$ cat config.mk
export PLATFORM = sky130hd
export DESIGN_NAME = swipe_gesture_detector
export DESIGN_NICKNAME = d
export VERILOG_FILES = /design/src/design/swd_pkg.sv /design/src/design/swd_regs.sv /design/src/design/swd_core.sv /design/src/design/swipe_gesture_detector.sv
export SDC_FILE = /design/constraint.sdc
export NUM_CORES = 1
export LEC_CHECK = 0
export BUFFER_PORTS_ARGS = -buffer_cell sky130_fd_sc_hd__buf_2
export CAP_MARGIN = 20
export CORE_ASPECT_RATIO = 1.75
export CORE_MARGIN = 4
export CORE_UTILIZATION = 63
export CTS_BUF_LIST = sky130_fd_sc_hd__clkbuf_8
export DETAILED_ROUTE_END_ITERATION = 10
export GPL_TIMING_DRIVEN = 0
export PLACE_DENSITY = 0.85
export SLEW_MARGIN = 15
export SYNTH_ARGS = -nofsm -noshare
export SYNTH_HDL_FRONTEND = slang
export SYNTH_SLANG_ARGS = --single-unit
$ cat constraint.sdc
create_clock -name clk -period 17.62 [get_ports clk]
set_input_delay 0 -clock clk [delete_from_list [all_inputs] [get_ports clk]]
set_output_delay 0 -clock clk [all_outputs]
set_load 0.01 [all_outputs]
$ cat src/design/swd_pkg.sv
// swd_pkg: shared types and constants for the swipe gesture detector
// used by swd_regs, swd_core and the top level

package swd_pkg;

  localparam int DeltaW    = 16;
  localparam int TimeW     = 63;
  localparam int SumW      = 32;
  localparam int DeadlineW = 64;
  localparam int ThreshW   = 32;
  localparam int CoolW     = 16;
  localparam int AddrW     = 3;
  localparam int DataW     = 32;

  // register map index, taken from paddr[2]
  localparam logic REG_THRESHOLD = 1'b0;
  localparam logic REG_COOLDOWN  = 1'b1;

  localparam logic [ThreshW-1:0] THRESHOLD_RESET = 32'd100;
  localparam logic [CoolW-1:0]   COOLDOWN_RESET  = 16'd300;

  typedef enum logic [2:0] {
    DIR_NONE  = 3'd0,
    DIR_LEFT  = 3'd1,
    DIR_RIGHT = 3'd2,
    DIR_UP    = 3'd3,
    DIR_DOWN  = 3'd4
  } dir_t;

  typedef struct packed {
    logic                     axis_select;
    logic signed [DeltaW-1:0] delta;
    logic                     sync_flag;
    logic [TimeW-1:0]         time_ms;
  } item_t;

  typedef struct packed {
    logic [ThreshW-1:0] swipe_threshold;
    logic [CoolW-1:0]   cooldown_time;
  } cfg_t;

endpackage

$ cat src/design/swd_regs.sv
// swd_regs: apb configuration registers (threshold and cooldown time)
// depends on swd_pkg

module swd_regs
  import swd_pkg::*;
(
  input  logic             clk,
  input  logic             rst,
  input  logic             psel,
  input  logic             penable,
  input  logic             pwrite,
  input  logic [AddrW-1:0] paddr,
  input  logic [DataW-1:0] pwdata,
  output logic [DataW-1:0] prdata,
  output logic             pready,
  output cfg_t             cfg
);

  logic wr_en;

  assign pready = 1'b1;
  assign wr_en  = psel && penable && pwrite && pready;

  // word aligned map, low address bits ignored
  always_ff @(posedge clk) begin
    if (rst) begin
      cfg.swipe_threshold <= THRESHOLD_RESET;
      cfg.cooldown_time   <= COOLDOWN_RESET;
    end else if (wr_en) begin
      unique case (paddr[2])
        REG_THRESHOLD: cfg.swipe_threshold <= pwdata[ThreshW-1:0];
        REG_COOLDOWN:  cfg.cooldown_time   <= pwdata[CoolW-1:0];
        default: ;
      endcase
    end
  end

  always_comb begin
    unique case (paddr[2])
      REG_THRESHOLD: prdata = cfg.swipe_threshold;
      REG_COOLDOWN:  prdata = {{(DataW-CoolW){1'b0}}, cfg.cooldown_time};
      default:       prdata = '0;
    endcase
  end

  // paddr[1:0] and psel/penable beyond the write are only part of the bus
  logic unused_addr;
  assign unused_addr = ^paddr[1:0];

endmodule

$ cat src/design/swd_core.sv
// swd_core: accumulator state, threshold compare and cooldown tracking
// one item evaluated per advance; depends on swd_pkg

module swd_core
  import swd_pkg::*;
(
  input  logic  clk,
  input  logic  rst,
  input  logic  advance,
  input  item_t item,
  input  cfg_t  cfg,
  output dir_t  direction
);

  logic signed [SumW-1:0]  sum_x, sum_x_next;
  logic signed [SumW-1:0]  sum_y, sum_y_next;
  logic [DeadlineW-1:0]    cooldown_deadline, cooldown_deadline_next;
  logic                    cooling, cooling_next;

  logic signed [SumW-1:0]  sel_sum;
  logic signed [SumW:0]    wide_sum;
  logic signed [SumW-1:0]  sat_sum;
  logic signed [SumW-1:0]  acc_x, acc_y;
  logic [SumW-1:0]         mag_x, mag_y;
  logic [SumW:0]           mag_total;
  logic                    trigger;
  logic                    deadline_hit;

  always_comb begin
    sel_sum  = item.axis_select ? sum_y : sum_x;
    wide_sum = {sel_sum[SumW-1], sel_sum}
             + {{(SumW+1-DeltaW){item.delta[DeltaW-1]}}, item.delta};
    // saturate when the two top bits disagree
    if (wide_sum[SumW] != wide_sum[SumW-1])
      sat_sum = wide_sum[SumW] ? {1'b1, {(SumW-1){1'b0}}} : {1'b0, {(SumW-1){1'b1}}};
    else
      sat_sum = wide_sum[SumW-1:0];

    acc_x = item.axis_select ? sum_x : sat_sum;
    acc_y = item.axis_select ? sat_sum : sum_y;

    // most negative value maps to 2^31, still fits unsigned 32 bits
    mag_x = acc_x[SumW-1] ? SumW'(-acc_x) : acc_x;
    mag_y = acc_y[SumW-1] ? SumW'(-acc_y) : acc_y;
    mag_total = {1'b0, mag_x} + {1'b0, mag_y};
    trigger = item.sync_flag && (mag_total >= {1'b0, cfg.swipe_threshold});

    deadline_hit = item.sync_flag && ({1'b0, item.time_ms} >= cooldown_deadline);

    sum_x_next             = acc_x;
    sum_y_next             = acc_y;
    cooling_next           = cooling;
    cooldown_deadline_next = cooldown_deadline;
    direction              = DIR_NONE;

    if (cooling) begin
      sum_x_next = '0;
      sum_y_next = '0;
      if (deadline_hit) cooling_next = 1'b0;
    end else if (trigger) begin
      sum_x_next             = '0;
      sum_y_next             = '0;
      cooling_next           = 1'b1;
      cooldown_deadline_next = {1'b0, item.time_ms}
                             + {{(DeadlineW-CoolW){1'b0}}, cfg.cooldown_time};
      // ties go to the horizontal axis
      if (mag_x >= mag_y) direction = acc_x[SumW-1] ? DIR_LEFT : DIR_RIGHT;
      else                direction = acc_y[SumW-1] ? DIR_UP : DIR_DOWN;
    end
  end

  always_ff @(posedge clk) begin
    if (rst) begin
      sum_x             <= '0;
      sum_y             <= '0;
      cooldown_deadline <= '0;
      cooling           <= 1'b0;
    end else if (advance) begin
      sum_x             <= sum_x_next;
      sum_y             <= sum_y_next;
      cooldown_deadline <= cooldown_deadline_next;
      cooling           <= cooling_next;
    end
  end

endmodule

$ cat src/design/swipe_gesture_detector.sv
// swipe_gesture_detector: top level, input register, result register and apb port
// depends on swd_pkg, swd_regs, swd_core
//
//  channel  | dir | fields (low bit up)                           | transfer
//  ---------+-----+-----------------------------------------------+-------------------------
//  s_*      | in  | tdata: delta, time_ms, pad; tuser: axis;      | s_tvalid & s_tready
//           |     | tlast: sync_flag                              |
//  m_*      | out | tdata: direction, pad                         | m_tvalid & m_tready
//  apb      | in  | swipe_threshold @0x0, cooldown_time @0x4      | psel & penable & pwrite
//
// one item per cycle sustained while m_tready stays high; a result moves through the registers
// in order (input register, then evaluation into the result register)
// the accumulator state updates as an item moves into the result register, so the next
// item in the input register always sees the settled state
// synchronous reset clears the accumulator state, the configuration registers and both valid flags
// a stalled m side fills the result register and then the input register, then s_tready drops

module swipe_gesture_detector
  import swd_pkg::*;
(
  input  logic             clk,
  input  logic             rst,
  // apb configuration
  input  logic             psel,
  input  logic             penable,
  input  logic             pwrite,
  input  logic [AddrW-1:0] paddr,
  input  logic [DataW-1:0] pwdata,
  output logic [DataW-1:0] prdata,
  output logic             pready,
  // input stream
  input  logic             s_tvalid,
  output logic             s_tready,
  input  logic [79:0]      s_tdata,   // [15:0] delta, [78:16] time_ms, [79] zero
  input  logic             s_tuser,   // [0] axis_select
  input  logic             s_tlast,   // sync_flag
  // result stream
  output logic             m_tvalid,
  input  logic             m_tready,
  output logic [7:0]       m_tdata    // [2:0] direction, [7:3] zero
);

  cfg_t  cfg;
  item_t in_item;
  logic  in_vld;
  logic  out_vld;
  dir_t  out_dir;
  dir_t  core_dir;
  logic  advance;
  logic  in_take;

  swd_regs u_regs (
    .clk     (clk),
    .rst     (rst),
    .psel    (psel),
    .penable (penable),
    .pwrite  (pwrite),
    .paddr   (paddr),
    .pwdata  (pwdata),
    .prdata  (prdata),
    .pready  (pready),
    .cfg     (cfg)
  );

  assign advance  = in_vld && (!out_vld || m_tready);
  assign s_tready = !in_vld || advance;
  assign in_take  = s_tvalid && s_tready;

  always_ff @(posedge clk) begin
    if (rst) begin
      in_vld <= 1'b0;
    end else if (in_take) begin
      in_vld <= 1'b1;
    end else if (advance) begin
      in_vld <= 1'b0;
    end
  end

  always_ff @(posedge clk) begin
    if (in_take) begin
      in_item.axis_select <= s_tuser;
      in_item.delta       <= s_tdata[DeltaW-1:0];
      in_item.sync_flag   <= s_tlast;
      in_item.time_ms     <= s_tdata[DeltaW +: TimeW];
    end
  end

  swd_core u_core (
    .clk       (clk),
    .rst       (rst),
    .advance   (advance),
    .item      (in_item),
    .cfg       (cfg),
    .direction (core_dir)
  );

  always_ff @(posedge clk) begin
    if (rst) begin
      out_vld <= 1'b0;
    end else if (advance) begin
      out_vld <= 1'b1;
    end else if (m_tready) begin
      out_vld <= 1'b0;
    end
  end

  always_ff @(posedge clk) begin
    if (advance) out_dir <= core_dir;
  end

  assign m_tvalid = out_vld;
  assign m_tdata  = {5'b0, out_dir};

  // pad bit of the input word carries nothing
  logic unused_pad;
  assign unused_pad = s_tdata[79];

endmodule

==> impl_metrics.ini <==
[run_status]
status = finished, final reports clean

[hold_path]
hold_class = in2reg
min_from = pwrite
holdPathEnd = u_regs.cfg[4]
hold_depth = 4

[die]
initial_core_util = 0.641
dieArea_sq_um = 36100
coreArea_sq_um = 32400
row_count = 87
io-pin-count = 167
die_height_microns = 248
chipWidth_microns = 145

[place]
dpl-instance-area_sq_um = 22100
port_buffers = 156
place_hpwl_microns = 58400
place_congestion = 1.08
post-place-ws_ns = -0.0735

[grt]
grt_pass1_wl_microns = 130000
antenna_found_initial = 2
grt_max_degree = 65
grt_usage = 0.460
gr-total-overflow = 0
grt_pass1_vias = 23200

[yosys]
ys_ff_latch = 263
synth_seq_area_share = 0.294
synth_cells = 2558
synth_ff_type = dfxtp_1
async_flop_share = 0
syn_area_per_cell_sq_um = 8.12
synth-edff-count = 84
ys_types = 91
syn-cell-area_sq_um = 20800
yosys_warnings = 0

[timing]
min_period_ns = 16.93
finalCritPeriodShare = 0.961
finalSetupViolations = 0
tightest_slew_ns = 1.21
setup_ws_ns = 0.686
fmax_mhz = 59.1
rsz0062_at_grt = no
fin_worst_skew_ns = 0.0459
max_slew_margin = 0.185
hold_violations = 0
final-max-slew-violation-count = 0
final.setup.tns_ns = 0
whs_ns = 0.0429

[clock_tree]
cts_tree = built
cts.sinks = 263
clockRootBuffer = clkbuf_8
htree_levels = 2
clk_pin_slew_ns = 0.07
cts_buffers = 42
clk_path_buf_depth = 3
postCtsSetupBuffers = 0
clock_latency_ns = 0.62

[setup_path]
crit_type = reg2reg
crit_path_frequent_cell = a21o_1
critPathLaunchType = register
reg2reg_from = in_item[80]
worst_setup_path_end_kind = register
cp_num_buf_inv = 12
cp.arrival_ns = 17.46
worstReg2RegEnd = u_core.sum_x[23]
reg2reg_depth = 57
crit_family = compound AO/OA/AOI/OAI gates
reg2reg_slack_ns = 0.69
max_stage_delay_ns = 0.56
crit_path_top_delay_cell = buf_1
cp_max_fo = 10
cp.required_ns = 18.14

[cells_and_area]
final_common_cell = nor2_1
layout_common_cells = nor2_1, nand2_1, a21oi_1, ha_1, dfxtp_1
final_area_sq_um = 24200
final_layout_size_suffix_gt1_frac = 0.107
fin_nets = 3224
area_growth_pct = 16.5

[detailed_routing]
drtIter0Drc = 2203
firstDrtPassIters = 7
avgRoutedWirePerCell_microns = 25.8
detail-route-antenna-nets = 0
vias = 22800
via_per_inst = 6.86
wl_microns = 85800
drc = 0

[pwr]
powerDensity_nw_per_um2 = 221
cellLeakagePower_uw = 0.00998
ir_worst_vdd_v = 0.000152

[run]
cap_violations = 0
==> cell families (layout without fill, tap and decap cells) <==
group           count (synthesis)  after routing  synth area share
other cells                     2              7          0.000361
fa+ha+maj                     214            214             0.130
flops                         263            263             0.294
buf+inv                       289            646            0.0540
mux                            72             72            0.0370
compound gates                681            681             0.217
simple gates                  870            870             0.198
xor+xnor                      167            167            0.0704
==> layer usage <==
| layer | track usage | vias up | share of wire |
|---|---|---|---|
| met4 | 0.452 | 2 | 0.12 |
| met1 | 0.447 | 10500 | 0.31 |
| met2 | 0.799 | 1785 | 0.48 |
| met3 | 0.100 | 686 | 0.086 |
| met5 | 0 | - | 0.00019 |
| li1 | - | 9831 | - |
==> final cells by class <==
cell class / count / area (sq um)
Antenna cell: 1 / 2.50
Buffer: 126 / 522
Clock buffer: 46 / 633
Clock inverter: 31 / 218
Fill cell: 2373 / 8220
Inverter: 163 / 612
Multi-Input combinational cell: 2010 / 13600
Sequential cell: 263 / 6110
Tap cell: 400 / 500
Timing Repair Buffer: 280 / 2030
==> metrics by stage <==
step / utilization / power [uW] / cells
after global placement: 0.681 / 4370 / 3118
after detailed placement: 0.682 / 4520 / 3119
after CTS: 0.746 / 5120 / 3317
after global routing: 0.747 / 5670 / 3320
after floorplan: - / 3510 / 2562
final: 0.747 / 5350 / 3320
==> report_power, final <==
| part | leakage, uW | switching [uW] | internal (uW) |
|---|---|---|---|
| registers | 0.00227 | 91.8 | 739 |
| clock network | 0.000486 | 286 | 287 |
| logic | 0.00722 | 2470 | 1470 |
| total | 0.00998 | 2840 | 2500 |
==> cells in the mapped netlist, types with 71 or more instances <==
master	count	share of area
a21oi_1	212	0.051
edfxtp_1	84	0.12
dfxtp_1	179	0.17
nor2_1	272	0.049
xor2_1	71	0.030
clkbuf_1	100	0.018
inv_1	163	0.029
nand2_1	243	0.044
a21o_1	79	0.029
ha_1	211	0.13
nand3_1	82	0.020
o21ai_0	94	0.023
xnor2_1	96	0.040
==> worst min-delay path, delay by kind of cell <==
family                 cells  cell delay [ns]
and+or+nand+nor            2             0.36
buffers and inverters      1             0.11
AOI/OAI and AO/OA          1             0.13
==> flip-flops by register name, indices dropped and copies added, names as in the netlist, 3 cells and up <==
| register | cells |
|---|---|
| out_dir | 3 |
| in_item | 81 |
| u_core.sum_y | 32 |
| u_core.sum_x | 32 |
| u_core.cooldown_deadline | 64 |
| u_regs.cfg | 48 |
==> repair_timing <==
item	CTS	global route
setup endpoints to repair	67	131
hold buffers	121	0
gates resized for setup	1	17
hold endpoints to repair	148	0
==> worst max path at each step <==
stage / start / end / slack, ns / depth (start not counted)
final: in_item[80] / u_core.sum_x[23] / 0.69 / 57
after global routing: in_item[80] / u_core.sum_x[23] / 0.04 / 60
after CTS: in_item[80] / u_core.cooldown_deadline[30] / 0.17 / 56
after detailed placement: in_item[80] / u_core.cooldown_deadline[41] / -0.07 / 56
after global placement: in_item[80] / u_core.cooldown_deadline[43] / 0.02 / 56
after floorplan: in_item[80] / u_core.sum_x[1] / 5.09 / 57
Note: power is estimated with default switching activity, not from simulation.
